==> src/sv/lfp_pkg.sv <==
`timescale 1ns / 1ps
// Shared types and constants for the Lyapunov fractal pixel block.
// Used by lfp_div and lyapunov_fractal_pixel; depends on nothing.
package lfp_pkg;

    // Fixed-point formats
    localparam int FRAC_BITS = 28;
    localparam int LOG_FRAC  = 16;
    localparam int LOG_NORM  = 30;
    localparam logic [FRAC_BITS:0] ONE_FIX  = (FRAC_BITS + 1)'(1) << FRAC_BITS;
    localparam logic [30:0]        RATE_MAX = 31'h4000_0000;
    localparam logic [15:0]        LN2_Q16  = 16'd45426;

    // Divider sizes
    localparam int NUM_W = 40;
    localparam int DEN_W = 17;

    // Register indexes
    localparam logic [2:0] CFG_MAX_ITER = 3'd0;
    localparam logic [2:0] CFG_PAT_LEN  = 3'd1;
    localparam logic [2:0] CFG_PAT_BITS = 3'd2;
    localparam logic [2:0] CFG_EXP_FLR  = 3'd3;
    localparam logic [2:0] CFG_EXP_CEIL = 3'd4;

    // Register reset values
    localparam logic [9:0]  RST_MAX_ITER = 10'd75;
    localparam logic [4:0]  RST_PAT_LEN  = 5'd2;
    localparam logic [15:0] RST_PAT_BITS = 16'd1;
    localparam logic [15:0] RST_EXP_FLR  = 16'hD733;
    localparam logic [14:0] RST_EXP_CEIL = 15'd1622;

    typedef enum logic [4:0] {
        ST_IDLE, ST_MAP1, ST_MAP2, ST_MAP3, ST_D1, ST_D2, ST_NORM, ST_SQ1, ST_SQ2,
        ST_F1, ST_F2, ST_F3, ST_DGO, ST_DWAIT, ST_QQ1, ST_QQ2,
        ST_CB1, ST_CB2, ST_CB3, ST_OUT
    } t_state;

    typedef enum logic [1:0] {
        DK_LAMBDA, DK_RED, DK_RATIO
    } t_div_kind;

    typedef struct packed {
        logic               start;
        logic [NUM_W-1:0]   num;
        logic [DEN_W-1:0]   den;
    } t_div_req;

endpackage

==> src/sv/lfp_mul.sv <==
`timescale 1ns / 1ps
// Shared 32x32 unsigned multiplier with a registered product.
// Depends on nothing.
module lfp_mul (
    input  logic        i_clk,
    input  logic [31:0] i_a,
    input  logic [31:0] i_b,
    output logic [63:0] o_p
);

    logic [63:0] r_p;

    // Register the product; it is read in the cycle after the operands
    always_ff @(posedge i_clk) begin
        r_p <= 64'(i_a) * 64'(i_b);
    end

    assign o_p = r_p;

endmodule

==> src/sv/lfp_div.sv <==
`timescale 1ns / 1ps
// Restoring unsigned divider, one quotient bit per cycle.
// Depends on lfp_pkg.
module lfp_div (
    input  logic                        i_clk,
    input  logic                        i_rst_n,
    input  lfp_pkg::t_div_req           i_req,
    output logic [lfp_pkg::NUM_W-1:0]   o_quo,
    output logic                        o_done
);

    logic                        r_busy;
    logic                        r_done;
    logic [5:0]                  r_cnt;
    logic [lfp_pkg::NUM_W-1:0]   r_quo;
    logic [lfp_pkg::DEN_W-1:0]   r_rem;
    logic [lfp_pkg::DEN_W-1:0]   r_den;
    logic [lfp_pkg::DEN_W:0]     trial;
    logic                        fits;

    // Shift in the next dividend bit and test against the divisor
    always_comb begin
        trial = {r_rem, r_quo[lfp_pkg::NUM_W-1]};
        fits  = trial >= {1'b0, r_den};
    end

    // Control
    always_ff @(posedge i_clk) begin
        if (!i_rst_n) begin
            r_busy <= 1'b0;
            r_done <= 1'b0;
            r_cnt  <= '0;
        end else begin
            r_done <= 1'b0;
            if (i_req.start) begin
                r_busy <= 1'b1;
                r_cnt  <= 6'(lfp_pkg::NUM_W);
            end else if (r_busy) begin
                r_cnt <= r_cnt - 6'd1;
                if (r_cnt == 6'd1) begin
                    r_busy <= 1'b0;
                    r_done <= 1'b1;
                end
            end
        end
    end

    // Datapath
    always_ff @(posedge i_clk) begin
        if (i_req.start) begin
            r_quo <= i_req.num;
            r_rem <= '0;
            r_den <= i_req.den;
        end else if (r_busy) begin
            r_quo <= {r_quo[lfp_pkg::NUM_W-2:0], fits};
            r_rem <= fits ? lfp_pkg::DEN_W'(trial - {1'b0, r_den})
                          : trial[lfp_pkg::DEN_W-1:0];
        end
    end

    assign o_quo  = r_quo;
    assign o_done = r_done;

endmodule

==> src/sv/lyapunov_fractal_pixel.sv <==
`timescale 1ns / 1ps
// Lyapunov fractal pixel: maps a rate pair (a, b) to an RGB colour.
// Depends on lfp_pkg, lfp_mul and lfp_div.
//
// Usage: the input channel takes one beat of rate_a/rate_b (Q3.28, values
// above 4.0 clamp to 4.0). o_in_stall is high while a pixel is in work, so
// one pixel is processed at a time. The output channel carries one beat of
// red/green/blue per pixel from an output register; the next pixel may be
// taken while that beat still waits on i_out_stall.
// Sequence: a warm-up step runs the map (MAP1..MAP3); a counted step runs
// the map and log factor (MAP1..MAP3, D1, D2), then normalization and log2
// squaring; a step with a zero factor skips the log. The finish scales the
// sum and runs a division, plus, for red, another division unless the
// ceiling is zero, or for green/blue a division and two 16-bit cube roots.
// All work runs through one shared registered multiplier and one serial
// divider under the sequencer below.
// Reset: sequencer idle, no output beat, registers to defaults. Config is
// written through i_cfg_wr_en/i_cfg_index/i_cfg_data; the user must write
// it only while idle, since the block itself does not enforce that.
// A stalled output holds its beat; a finished pixel waits in the last
// state until the output register is free.
module lyapunov_fractal_pixel #(
    parameter int MAX_PATTERN_LEN = 16
) (
    input  logic        i_clk,
    input  logic        i_rst_n,
    input  logic        i_cfg_wr_en,
    input  logic [2:0]  i_cfg_index,
    input  logic [15:0] i_cfg_data,
    input  logic        i_in_valid,
    output logic        o_in_stall,
    input  logic [30:0] i_rate_a,
    input  logic [30:0] i_rate_b,
    output logic        o_out_valid,
    input  logic        i_out_stall,
    output logic [7:0]  o_red,
    output logic [7:0]  o_green,
    output logic [7:0]  o_blue
);

    localparam int FB = lfp_pkg::FRAC_BITS;
    localparam int SW = (MAX_PATTERN_LEN > 1) ? $clog2(MAX_PATTERN_LEN) : 1;
    localparam int LW = $clog2(MAX_PATTERN_LEN + 1);
    localparam int CW = 10 + LW;

    // 255 * (1 - v / 65536), truncated
    function automatic logic [7:0] scale_inv(input logic [15:0] v);
        logic [16:0] w;
        logic [24:0] s;
        begin
            w = 17'h10000 - {1'b0, v};
            s = {w, 8'b0} - {8'b0, w};
            return s[23:16];
        end
    endfunction

    // Configuration registers
    logic [9:0]  r_cfg_iter;
    logic [4:0]  r_cfg_len;
    logic [15:0] r_cfg_bits;
    logic [15:0] r_cfg_floor;
    logic [14:0] r_cfg_ceil;

    always_ff @(posedge i_clk) begin
        if (!i_rst_n) begin
            r_cfg_iter  <= lfp_pkg::RST_MAX_ITER;
            r_cfg_len   <= lfp_pkg::RST_PAT_LEN;
            r_cfg_bits  <= lfp_pkg::RST_PAT_BITS;
            r_cfg_floor <= lfp_pkg::RST_EXP_FLR;
            r_cfg_ceil  <= lfp_pkg::RST_EXP_CEIL;
        end else if (i_cfg_wr_en) begin
            unique case (i_cfg_index)
                lfp_pkg::CFG_MAX_ITER: r_cfg_iter  <= i_cfg_data[9:0];
                lfp_pkg::CFG_PAT_LEN:  r_cfg_len   <= i_cfg_data[4:0];
                lfp_pkg::CFG_PAT_BITS: r_cfg_bits  <= i_cfg_data;
                lfp_pkg::CFG_EXP_FLR:  r_cfg_floor <= i_cfg_data;
                lfp_pkg::CFG_EXP_CEIL: r_cfg_ceil  <= i_cfg_data[14:0];
                default: ;
            endcase
        end
    end

    // Effective pass count and pattern length
    logic [9:0]  iters;
    logic [7:0]  len8;
    logic [LW-1:0] len;
    logic [16:0] floor_mag;

    always_comb begin
        iters = (r_cfg_iter == 10'd0) ? 10'd1 : r_cfg_iter;
        len8  = (r_cfg_len == 5'd0) ? 8'd1 : 8'(r_cfg_len);
        if (len8 > 8'(MAX_PATTERN_LEN)) len8 = 8'(MAX_PATTERN_LEN);
        len = LW'(len8);
        floor_mag = r_cfg_floor[15] ? 17'(17'h10000 - {1'b0, r_cfg_floor}) : 17'd1;
    end

    // State and datapath registers
    lfp_pkg::t_state    r_state, n_state;
    lfp_pkg::t_div_kind r_dkind, n_dkind;
    logic [30:0]  r_ra, n_ra, r_rb, n_rb;
    logic [FB:0]  r_x, n_x;
    logic [SW-1:0] r_step, n_step;
    logic [9:0]   r_pass, n_pass;
    logic         r_warm, n_warm;
    logic         r_zero, n_zero;
    logic signed [39:0] r_total, n_total;
    logic [30:0]  r_m, n_m;
    logic [4:0]   r_lp, n_lp;
    logic [3:0]   r_lcnt, n_lcnt;
    logic [15:0]  r_frac, n_frac;
    logic [CW-1:0] r_cnt, n_cnt;
    logic [51:0]  r_acc, n_acc;
    logic [39:0]  r_dnum, n_dnum;
    logic [16:0]  r_dden, n_dden;
    logic [15:0]  r_q, n_q;
    logic [47:0]  r_v2, n_v2;
    logic         r_rsel, n_rsel;
    logic [15:0]  r_res, n_res;
    logic [3:0]   r_bit, n_bit;
    logic [15:0]  r_c, n_c;
    logic [7:0]   r_pr, n_pr, r_pg, n_pg, r_pb, n_pb;
    logic         r_ovalid, n_ovalid;
    logic [7:0]   r_ored, n_ored, r_ogrn, n_ogrn, r_oblu, n_oblu;

    // Shared units
    logic [31:0]  mul_a, mul_b;
    logic [63:0]  prod;
    lfp_pkg::t_div_req div_req;
    logic [lfp_pkg::NUM_W-1:0] quo;
    logic         div_done;

    lfp_mul u_mul (
        .i_clk (i_clk),
        .i_a   (mul_a),
        .i_b   (mul_b),
        .o_p   (prod)
    );

    lfp_div u_div (
        .i_clk   (i_clk),
        .i_rst_n (i_rst_n),
        .i_req   (div_req),
        .o_quo   (quo),
        .o_done  (div_done)
    );

    // Step helpers
    logic [7:0]   step8;
    logic         sel_b;
    logic [30:0]  cur_r;
    logic         last_step, last_pass;
    logic [FB+1:0] x2;
    logic [FB:0]  fac;
    logic [30:0]  dval;
    logic [31:0]  sq;
    logic [5:0]   lexp;
    logic [39:0]  tot_mag;
    logic         in_acc;
    logic         out_free;
    logic [15:0]  cand;
    logic [47:0]  cb_lim;
    logic [15:0]  res_new;
    logic [27:0]  lam255;

    always_comb begin
        step8     = 8'(r_step);
        sel_b     = (step8 < 8'd16) && r_cfg_bits[step8[3:0]];
        cur_r     = sel_b ? r_rb : r_ra;
        last_step = (LW'(r_step) + LW'(1)) == len;
        last_pass = (r_pass + 10'd1) == iters;
        x2        = {r_x, 1'b0};
        fac       = (x2 >= (FB + 2)'(lfp_pkg::ONE_FIX)) ?
                    (FB + 1)'(x2 - (FB + 2)'(lfp_pkg::ONE_FIX)) :
                    (FB + 1)'((FB + 2)'(lfp_pkg::ONE_FIX) - x2);
        dval      = prod[FB+30:FB];
        sq        = prod[lfp_pkg::LOG_NORM+31:lfp_pkg::LOG_NORM];
        lexp      = {1'b0, r_lp} - 6'(FB);
        tot_mag   = r_total[39] ? 40'(-r_total) : r_total;
        in_acc    = i_in_valid && !o_in_stall;
        out_free  = !r_ovalid || !i_out_stall;
        cand      = r_res | (16'd1 << r_bit);
        cb_lim    = r_rsel ? r_v2 : {r_q, 32'b0};
        res_new   = (prod[47:0] <= cb_lim) ? cand : r_res;
        lam255    = {quo[19:0], 8'b0} - {8'b0, quo[19:0]};
    end

    // Next state
    always_comb begin
        n_state = r_state;
        unique case (r_state)
            lfp_pkg::ST_IDLE:  if (i_in_valid) n_state = lfp_pkg::ST_MAP1;
            lfp_pkg::ST_MAP1:  n_state = lfp_pkg::ST_MAP2;
            lfp_pkg::ST_MAP2:  n_state = lfp_pkg::ST_MAP3;
            lfp_pkg::ST_MAP3: begin
                if (!r_warm && last_step && last_pass) n_state = lfp_pkg::ST_F1;
                else if (r_warm && !last_step)         n_state = lfp_pkg::ST_MAP1;
                else                                   n_state = lfp_pkg::ST_D1;
            end
            lfp_pkg::ST_D1:    n_state = lfp_pkg::ST_D2;
            lfp_pkg::ST_D2:    n_state = (dval == '0) ? lfp_pkg::ST_MAP1 : lfp_pkg::ST_NORM;
            lfp_pkg::ST_NORM:  if (r_m[30]) n_state = lfp_pkg::ST_SQ1;
            lfp_pkg::ST_SQ1:   n_state = lfp_pkg::ST_SQ2;
            lfp_pkg::ST_SQ2:   n_state = (r_lcnt == 4'd15) ? lfp_pkg::ST_MAP1 : lfp_pkg::ST_SQ1;
            lfp_pkg::ST_F1:    n_state = lfp_pkg::ST_F2;
            lfp_pkg::ST_F2:    n_state = lfp_pkg::ST_F3;
            lfp_pkg::ST_F3:    n_state = lfp_pkg::ST_DGO;
            lfp_pkg::ST_DGO:   n_state = lfp_pkg::ST_DWAIT;
            lfp_pkg::ST_DWAIT: begin
                if (div_done) begin
                    unique case (r_dkind)
                        lfp_pkg::DK_LAMBDA: begin
                            if (r_zero)
                                n_state = lfp_pkg::ST_OUT;
                            else if (!r_total[39] && quo != '0)
                                n_state = (r_cfg_ceil == '0) ? lfp_pkg::ST_OUT
                                                             : lfp_pkg::ST_DGO;
                            else
                                n_state = (17'(quo[19:0]) >= floor_mag) ? lfp_pkg::ST_OUT
                                                                        : lfp_pkg::ST_DGO;
                        end
                        lfp_pkg::DK_RED:   n_state = lfp_pkg::ST_OUT;
                        lfp_pkg::DK_RATIO: n_state = lfp_pkg::ST_QQ1;
                        default:           n_state = lfp_pkg::ST_OUT;
                    endcase
                end
            end
            lfp_pkg::ST_QQ1:   n_state = lfp_pkg::ST_QQ2;
            lfp_pkg::ST_QQ2:   n_state = lfp_pkg::ST_CB1;
            lfp_pkg::ST_CB1:   n_state = lfp_pkg::ST_CB2;
            lfp_pkg::ST_CB2:   n_state = lfp_pkg::ST_CB3;
            lfp_pkg::ST_CB3:   n_state = (r_bit == 4'd0 && r_rsel) ? lfp_pkg::ST_OUT
                                                                   : lfp_pkg::ST_CB1;
            lfp_pkg::ST_OUT:   if (out_free) n_state = lfp_pkg::ST_IDLE;
            default:           n_state = lfp_pkg::ST_IDLE;
        endcase
    end

    // Datapath and unit controls per state
    always_comb begin
        n_ra = r_ra;   n_rb = r_rb;   n_x = r_x;     n_step = r_step;
        n_pass = r_pass; n_warm = r_warm; n_zero = r_zero; n_total = r_total;
        n_m = r_m;     n_lp = r_lp;   n_lcnt = r_lcnt; n_frac = r_frac;
        n_cnt = r_cnt; n_acc = r_acc; n_dnum = r_dnum; n_dden = r_dden;
        n_dkind = r_dkind; n_q = r_q; n_v2 = r_v2; n_rsel = r_rsel;
        n_res = r_res; n_bit = r_bit; n_c = r_c;
        n_pr = r_pr;   n_pg = r_pg;   n_pb = r_pb;
        n_ovalid = r_ovalid && i_out_stall;
        n_ored = r_ored; n_ogrn = r_ogrn; n_oblu = r_oblu;
        mul_a = '0;    mul_b = '0;
        div_req.start = 1'b0;
        div_req.num   = r_dnum;
        div_req.den   = r_dden;
        unique case (r_state)
            lfp_pkg::ST_IDLE: begin
                // Take a beat and seed the orbit
                if (in_acc) begin
                    n_ra    = (i_rate_a > lfp_pkg::RATE_MAX) ? lfp_pkg::RATE_MAX : i_rate_a;
                    n_rb    = (i_rate_b > lfp_pkg::RATE_MAX) ? lfp_pkg::RATE_MAX : i_rate_b;
                    n_x     = lfp_pkg::ONE_FIX >> 1;
                    n_step  = '0;
                    n_pass  = '0;
                    n_warm  = 1'b1;
                    n_zero  = 1'b0;
                    n_total = '0;
                end
            end
            lfp_pkg::ST_MAP1: begin
                mul_a = 32'(r_x);
                mul_b = 32'(lfp_pkg::ONE_FIX - r_x);
            end
            lfp_pkg::ST_MAP2: begin
                mul_a = 32'(cur_r);
                mul_b = 32'(prod[FB+26:FB]);
            end
            lfp_pkg::ST_MAP3: begin
                // Update x and advance the pattern position
                n_x = (prod[FB+29:FB] > 30'(lfp_pkg::ONE_FIX)) ? lfp_pkg::ONE_FIX
                                                                : prod[FB+FB:FB];
                if (last_step) begin
                    n_step = '0;
                    n_warm = 1'b0;
                    if (!r_warm) n_pass = r_pass + 10'd1;
                end else begin
                    n_step = r_step + SW'(1);
                end
            end
            lfp_pkg::ST_D1: begin
                mul_a = 32'(cur_r);
                mul_b = 32'(fac);
            end
            lfp_pkg::ST_D2: begin
                if (dval == '0) n_zero = 1'b1;
                n_m    = dval;
                n_lp   = 5'(lfp_pkg::LOG_NORM);
                n_lcnt = '0;
                n_frac = '0;
            end
            lfp_pkg::ST_NORM: begin
                // Normalize the top bit to position 30
                if (r_m[30:23] == 8'd0) begin
                    n_m  = {r_m[22:0], 8'b0};
                    n_lp = r_lp - 5'd8;
                end else if (!r_m[30]) begin
                    n_m  = {r_m[29:0], 1'b0};
                    n_lp = r_lp - 5'd1;
                end
            end
            lfp_pkg::ST_SQ1: begin
                mul_a = 32'(r_m);
                mul_b = 32'(r_m);
            end
            lfp_pkg::ST_SQ2: begin
                // One fraction bit of log2 per squaring
                n_m    = sq[31] ? sq[31:1] : sq[30:0];
                n_frac = {r_frac[lfp_pkg::LOG_FRAC-2:0], sq[31]};
                n_lcnt = r_lcnt + 4'd1;
                if (r_lcnt == 4'd15)
                    n_total = r_total + 40'($signed({lexp, n_frac}));
            end
            lfp_pkg::ST_F1: begin
                n_cnt = CW'(iters) * CW'(len);
                mul_a = tot_mag[31:0];
                mul_b = 32'(lfp_pkg::LN2_Q16);
            end
            lfp_pkg::ST_F2: begin
                n_acc = prod[51:0];
                mul_a = 32'(tot_mag[39:32]);
                mul_b = 32'(lfp_pkg::LN2_Q16);
            end
            lfp_pkg::ST_F3: begin
                n_acc   = r_acc + {prod[19:0], 32'b0};
                n_dnum  = 40'(n_acc[51:20]);
                n_dden  = 17'(r_cnt);
                n_dkind = lfp_pkg::DK_LAMBDA;
            end
            lfp_pkg::ST_DGO: begin
                div_req.start = 1'b1;
            end
            lfp_pkg::ST_DWAIT: begin
                if (div_done) begin
                    unique case (r_dkind)
                        lfp_pkg::DK_LAMBDA: begin
                            n_pr = '0; n_pg = '0; n_pb = '0;
                            if (r_zero) begin
                                // Minus infinity: black
                            end else if (!r_total[39] && quo != '0) begin
                                if (r_cfg_ceil == '0) begin
                                    n_pr = 8'd255;
                                end else begin
                                    n_dnum  = 40'(lam255);
                                    n_dden  = 17'(r_cfg_ceil);
                                    n_dkind = lfp_pkg::DK_RED;
                                end
                            end else if (17'(quo[19:0]) < floor_mag) begin
                                n_dnum  = 40'({quo[19:0], 16'b0});
                                n_dden  = floor_mag;
                                n_dkind = lfp_pkg::DK_RATIO;
                            end
                        end
                        lfp_pkg::DK_RED: begin
                            n_pr = (quo[39:8] != '0) ? 8'd255 : quo[7:0];
                        end
                        lfp_pkg::DK_RATIO: begin
                            n_q = quo[15:0];
                        end
                        default: ;
                    endcase
                end
            end
            lfp_pkg::ST_QQ1: begin
                mul_a = 32'(r_q);
                mul_b = 32'(r_q);
            end
            lfp_pkg::ST_QQ2: begin
                n_v2   = {prod[31:0], 16'b0};
                n_rsel = 1'b0;
                n_res  = '0;
                n_bit  = 4'd15;
            end
            lfp_pkg::ST_CB1: begin
                mul_a = 32'(cand);
                mul_b = 32'(cand);
            end
            lfp_pkg::ST_CB2: begin
                mul_a = prod[31:0];
                mul_b = 32'(cand);
            end
            lfp_pkg::ST_CB3: begin
                // Keep the trial bit if its cube still fits
                n_res = res_new;
                n_bit = r_bit - 4'd1;
                if (r_bit == 4'd0) begin
                    if (!r_rsel) begin
                        n_c    = res_new;
                        n_rsel = 1'b1;
                        n_res  = '0;
                        n_bit  = 4'd15;
                    end else begin
                        n_pg = scale_inv(r_c);
                        n_pb = scale_inv(res_new);
                    end
                end
            end
            lfp_pkg::ST_OUT: begin
                // Hand the result to the output register once it is free
                if (out_free) begin
                    n_ovalid = 1'b1;
                    n_ored   = r_pr;
                    n_ogrn   = r_pg;
                    n_oblu   = r_pb;
                end
            end
            default: ;
        endcase
    end

    // Control registers
    always_ff @(posedge i_clk) begin
        if (!i_rst_n) begin
            r_state  <= lfp_pkg::ST_IDLE;
            r_ovalid <= 1'b0;
        end else begin
            r_state  <= n_state;
            r_ovalid <= n_ovalid;
        end
    end

    // Payload registers
    always_ff @(posedge i_clk) begin
        r_ra <= n_ra;     r_rb <= n_rb;     r_x <= n_x;       r_step <= n_step;
        r_pass <= n_pass; r_warm <= n_warm; r_zero <= n_zero; r_total <= n_total;
        r_m <= n_m;       r_lp <= n_lp;     r_lcnt <= n_lcnt; r_frac <= n_frac;
        r_cnt <= n_cnt;   r_acc <= n_acc;   r_dnum <= n_dnum; r_dden <= n_dden;
        r_dkind <= n_dkind; r_q <= n_q;     r_v2 <= n_v2;     r_rsel <= n_rsel;
        r_res <= n_res;   r_bit <= n_bit;   r_c <= n_c;
        r_pr <= n_pr;     r_pg <= n_pg;     r_pb <= n_pb;
        r_ored <= n_ored; r_ogrn <= n_ogrn; r_oblu <= n_oblu;
    end

    assign o_in_stall  = (r_state != lfp_pkg::ST_IDLE);
    assign o_out_valid = r_ovalid;
    assign o_red       = r_ored;
    assign o_green     = r_ogrn;
    assign o_blue      = r_oblu;

    // A new output beat only comes from the final state
    a_out_from_final: assert property (@(posedge i_clk) disable iff (!i_rst_n)
        $rose(r_ovalid) |-> $past(r_state) == lfp_pkg::ST_OUT)
        else $error("output beat raised outside the final state");

    // Red excludes green and blue
    a_red_exclusive: assert property (@(posedge i_clk) disable iff (!i_rst_n)
        (r_ovalid && r_ored != 8'd0) |-> (r_ogrn == 8'd0 && r_oblu == 8'd0))
        else $error("red beat carries green or blue");

    // Squaring starts from a normalized mantissa
    a_log_normalized: assert property (@(posedge i_clk) disable iff (!i_rst_n)
        (r_state == lfp_pkg::ST_SQ1) |-> r_m[30])
        else $error("log mantissa not normalized");

    // The orbit never leaves the unit interval
    a_x_bounded: assert property (@(posedge i_clk) disable iff (!i_rst_n)
        (r_state == lfp_pkg::ST_MAP1 || r_state == lfp_pkg::ST_D1) |->
        r_x <= lfp_pkg::ONE_FIX)
        else $error("x above 1.0");

endmodule
==> config.mk <==
export PLATFORM = sky130hd
export DESIGN_NAME = lyapunov_fractal_pixel
export DESIGN_NICKNAME = d
export VERILOG_FILES = /design/src/sv/lfp_pkg.sv /design/src/sv/lfp_mul.sv /design/src/sv/lfp_div.sv /design/src/sv/lyapunov_fractal_pixel.sv
export SDC_FILE = /design/constraint.sdc
export NUM_CORES = 2
export LEC_CHECK = 0
export BUFFER_PORTS_ARGS = -buffer_cell sky130_fd_sc_hd__buf_4
export CAP_MARGIN = 20
export CORE_MARGIN = 2
export CORE_UTILIZATION = 45
export DETAILED_ROUTE_END_ITERATION = 10
export PLACE_DENSITY_LB_ADDON = 0.08
export SYNTH_ARGS = -nofsm -noshare
export SYNTH_HDL_FRONTEND = slang
export SYNTH_HIERARCHICAL = 1
export SYNTH_SLANG_ARGS = --single-unit
==> constraint.sdc <==
create_clock -name i_clk -period 16.7 [get_ports i_clk]
set_input_delay 3.34 -clock i_clk [delete_from_list [all_inputs] [get_ports i_clk]]
set_output_delay 3.34 -clock i_clk [all_outputs]
set_load 0.02 [all_outputs]
# ---- Word level (Yosys, flattened, before mapping)
# Cells that the tools add are included.
dict set report word_totals {
  ff_bits 673
}
dict set report classes {
  n_mul 2
  muxes 111
  eq_ne 45
  n_bitwise 4
  order_cmp 10
  n_shift 1
  n_reduce_logical 64
  addsub 22
}
# cell n
set ops {}
lappend ops {{40-bit 2-to-1 mux} 11}
lappend ops {{32-bit one-hot mux with 8 select lines} 1}
lappend ops {{32-bit one-hot mux with 7 select lines} 1}
lappend ops {{40-bit one-hot mux with 2 select lines} 2}
lappend ops {{17-bit 2-to-1 mux} 8}
lappend ops {{31-bit 2-to-1 mux} 4}
lappend ops {{52-bit one-hot mux with 2 select lines} 1}
lappend ops {{5-bit one-hot mux with 20 select lines} 1}
lappend ops {{31-bit one-hot mux with 3 select lines} 1}
lappend ops {{29-bit 2-to-1 mux} 3}
lappend ops {{8-bit 2-to-1 mux} 10}
lappend ops {{31-bit > comparator, second input constant} 2}
lappend ops {{32-bit by 32-bit multiplier with 62-bit output} 1}
lappend ops {{5-bit 2-to-1 mux} 12}
lappend ops {{29-bit one-hot mux with 2 select lines} 1}
lappend ops {{52-bit adder} 1}
lappend ops {{17-bit by 16-bit subtractor with 17-bit output, first input constant} 3}
lappend ops {{48-bit less-or-equal comparator} 1}
lappend ops {{16-bit 2-to-1 mux} 3}
lappend ops {{48-bit 2-to-1 mux} 1}
lappend ops {{8-bit one-hot mux with 2 select lines} 3}
lappend ops {{24-bit by 17-bit subtractor with 24-bit output} 2}
lappend ops {{40-bit by 22-bit adder with 40-bit output} 1}
lappend ops {{5-bit by 4-bit equality test with 1-bit output, second input constant} 8}
lappend ops {{other kinds (79)} 177}

# ---- Longest topological paths before layout
dict set report logic_depth {
  ltp_word 10
  ltp_mapped 42
  depth_no_buf 41
}

# ---- Modules after synthesis
# Netlist, hierarchy kept.
# module cells_per_inst n_inst area_per_inst_um2
set by_module_without_submodules {}
lappend by_module_without_submodules {lfp_mul 3836 1 34872.2}
lappend by_module_without_submodules {lyapunov_fractal_pixel 3359 1 32867.8}
lappend by_module_without_submodules {lfp_div 365 1 4257.8}

# ---- Least setup slack after synthesis
# Ideal clock, no wire load.
dict set report synth_timing {
  path_kind {reg-to-reg}
  from {register r_total[17]}
  to {register u_mul.r_p[50] (netlist: u_mul/o_p[50])}
  arrival_time_ps 10104
  path_stages_with_launch 35
  n_path_buf 1
  synth_period_minus_slack_ps 10236
  setup_ps 133
  path_slack_ps 6464
  cell_sequence {edfxtp_1 or3_1 or4_4 or4_1 or3_1 or4_1 or4_4 o41ai_2 xor2_1 o221ai_1 clkbuf_1 nand2_1 fa_1 inv_1 fa_1 fa_1 inv_1 fa_1 inv_1 fa_1 ha_1 fa_1 inv_1 fa_1 inv_1 ha_1 and4_1 and3_1 o211a_1 nor3_2 o21ba_1 o21a_4 or3_4 a2111oi_2 a311oi_1}
}
dict set report synth_between {
  elab_chain_len 4
}
# element line_no
set synth_lines {}
lappend synth_lines {{start: declaration} lyapunov_fractal_pixel.sv:106} ;# logic signed [39:0] r_total, n_total;
lappend synth_lines {{start signal: assignment} lyapunov_fractal_pixel.sv:431} ;# r_pass <= n_pass; r_warm <= n_warm; r_zero <= n_zero; r_total <= n_total;
lappend synth_lines {{40-bit negation} lyapunov_fractal_pixel.sv:178} ;# tot_mag = r_total[39] ? 40'(-r_total) : r_total;
lappend synth_lines {{40-bit 2-to-1 mux} lyapunov_fractal_pixel.sv:178}
lappend synth_lines {{32-bit one-hot mux with 8 select lines} lyapunov_fractal_pixel.sv:253} ;# unique case (r_state)
lappend synth_lines {{via mul_a[5]} lyapunov_fractal_pixel.sv:126} ;# logic [31:0] mul_a, mul_b;
lappend synth_lines {{32-bit by 32-bit multiplier with 62-bit output} lfp_mul.sv:15} ;# r_p <= 64'(i_a) * 64'(i_b);
lappend synth_lines {{end signal: assignment} lfp_mul.sv:15}
lappend synth_lines {{end: declaration} lfp_mul.sv:11} ;# logic [63:0] r_p;
# The timed path passes the listed nets, and every way through them passes these cells.
# A chain may end at the register's enable or synchronous reset.

# ---- Worst setup path in the final report
dict set report layout_timing {
  from {register r_total[17]}
  to {register u_mul.r_p[56] (netlist: u_mul/o_p[56])}
}
# Same word-level chain as after synthesis.

==> metrics.yaml <==
run_status:
  outcome: "completed"
sta:
  period_minus_slack_ns: 11.51
  timing.fmax_ghz: 0.0869
  hold_viol: 0
  grt_setup_unrepaired: "false"
  fin_setup_tns_ns: 0
  hold_ws_ns: 0.407
  fin_worst_skew_ns: 0.0487
  maxSlewHeadroom: 0.231
  timing.final.crit_share: 0.689
  drv_slew: 0
  setup_violations: 0
  worst_pin_slew_ns: 1.14
min_path:
  min_path_type: "reg -> reg"
  hold_depth: 0
route:
  first_pass_iters: 7
  dr_wl_met2_um: 101000
  avgRoutedWirePerCell_um: 22.8
  route.vias.total: 54000
  highest_layer: "met5"
  met3_length_um: 13400
  wl_um: 219000
  viasPerCell: 5.62
  ant_nets: 0
  first_iter_violations: 4610
  routedLengthMet1_um: 97900
  drc: 0
critical_path:
  critical_path_class: "reg -> reg"
  r2r_cells: 34
  cpPeakStageDelay_ns: 0.55
  crit_slowest_cell: "fa_1"
  crit_fanout: 32
  crit_path_end_kind: "register"
  cp.arrival_ns: 12.11
  cpMostUsedCell: "fa_1"
  startpoint_type: "register"
  critPathRequiredTime_ns: 17.30
logic_synthesis:
  avgSynthCellArea_um2: 9.53
  yosysWarnings: 6
  netlist_instances: 7523
  synth_area_mm2: 0.0717
flow_run:
  drv_cap: 0
finish:
  regArea_mm2: 0.0179
  syn_to_final_growth_pct: 8.52
  num-fill-cells: 15000
  final_util: 0.492
  multi_input_area_mm2: 0.0487
  nNetsFinal: 8929
  drive_gt1_frac: 0.0769
  final_cell_area_mm2: 0.0778
power:
  pwr-share-comb: 0.512
  p_int_uw: 4280
  p_total_uw: 7790
  power_switching_uw: 3510
  switching_share: 0.450
  seq_power_share: 0.269
  p_clk_frac: 0.219
  ir_drop_mv: 0.112
  p_per_area_mw_per_mm2: 100
  p_leak_uw: 0.0342
die:
  num_io_pins: 112
  die_area_mm2: 0.162
  num_rows: 146
  core_mm2: 0.158
  die_width_um: 403
  die_h_um: 403
  initial_core_util: 0.453
placement:
  io_buffers: 111
  dpl.hpwl_um: 167000
  gp_congestion: 0.949
  dpl_cell_area_mm2: 0.0752
global_routing:
  overflow: 0
  antenna_found_initial: 8
  grt_use_total: 0.274
  grt_max_degree: 78
  grt_pass1_vias: 55200
  grt_pass1_wl_um: 341000
clocking:
  cts_htree_levels: 3
  cts_sinks: 649
  cts-hold-fix-buffers: 0
  cts-root-buf: "clkbuf_16"
  cts_buffers: 74
  clk_latency_ns: 0.70
  cts_tree: "done"
  postCtsResizedCells: 0
  path_clk_slew_ns: 0.07
  postCtsSetupBuffers: 0
  cts.path.max_buffers: 3
## metal layers
layer,up-vias,global-route usage
met5,-,0
met4,2,0.0768
met3,331,0.0375
met2,1633,0.438
met1,27600,0.390
li1,24500,-
## sequential cells by signal (all words and copies together) (netlist names), 15 cells and up
signal	count
r_m	31
r_cfg_ceil	15
r_dden	17
r_cnt	15
u_mul/o_p	62
u_div/r_rem	17
r_frac	15
r_rb	31
r_cfg_floor	16
r_res	16
r_v2	32
r_cfg_bits	16
r_q	16
r_dnum	36
r_ra	31
u_div/o_quo	40
r_total	40
u_div/r_den	17
r_x	29
r_acc	32
r_c	16
## path summary, 6_finish.rpt
path	from	endpoint	slack, ns
max	r_total[17]$_SDFFCE_PN0P_	u_mul/o_p[56]$_DFF_P_	5.19
min	r_pg[3]$_SDFFCE_PN0P_	o_green[3]$_DFFE_PP_	0.41
max reg2reg	r_total[17]$_SDFFCE_PN0P_	u_mul/o_p[56]$_DFF_P_	5.19
min reg2reg	r_pg[3]$_SDFFCE_PN0P_	o_green[3]$_DFFE_PP_	0.41
## power groups by stage
stage | clock network (uW) | registers, uW | logic, uW
after global routing | 1800 | 2090 | 4460
after global placement | 0 | 2120 | 3970
after detailed placement | 0 | 2120 | 3980
final | 1710 | 2100 | 3990
after CTS | 1740 | 2090 | 4020
after floorplan | 0 | 2030 | 2670
## through the flow
step | std cells | worst slack [ns]
finish | 9612 | 5.19
global route | 9606 | 4.66
CTS | 9604 | 5.28
detailed placement | 9466 | 5.33
global placement | 9466 | 5.43
floorplan | 7527 | 6.48
## layout make-up
cell class	instances	area share
multi-input combinational	5407	0.627
sequential	649	0.231
inverter	1092	0.0527
tap	2072	0.0333
clock buffer	98	0.0264
timing repair buffer	248	0.0240
clock inverter	40	0.00600
antenna	6	0.000193
## critical path, delay by kind of cell (launching register included)
family | cells | cell delay [ns]
adder cells (fa/ha/maj) | 9 | 4.22
XOR/XNOR | 2 | 0.29
buffers and inverters | 6 | 0.86
AO/OA/AOI/OAI | 8 | 2.08
flip-flops | 1 | 0.42
AND/OR/NAND/NOR | 9 | 3.52
## layout by cell type (no fill, tap or decap), types with 67 or more instances in the layout
cell	count
edfxtp_1	494
mux2_2	67
nand3_1	96
a21o_1	81
buf_4	246
xnor2_1	172
a21oi_1	249
o21ai_0	195
inv_1	1090
and2_1	750
nor2_1	299
mux2i_1	80
nand2_1	940
dfxtp_1	155
nor3_1	72
xor2_1	132
clkbuf_16	75
fa_1	922
ha_1	449
Note: power is estimated with default switching activity, not from simulation.
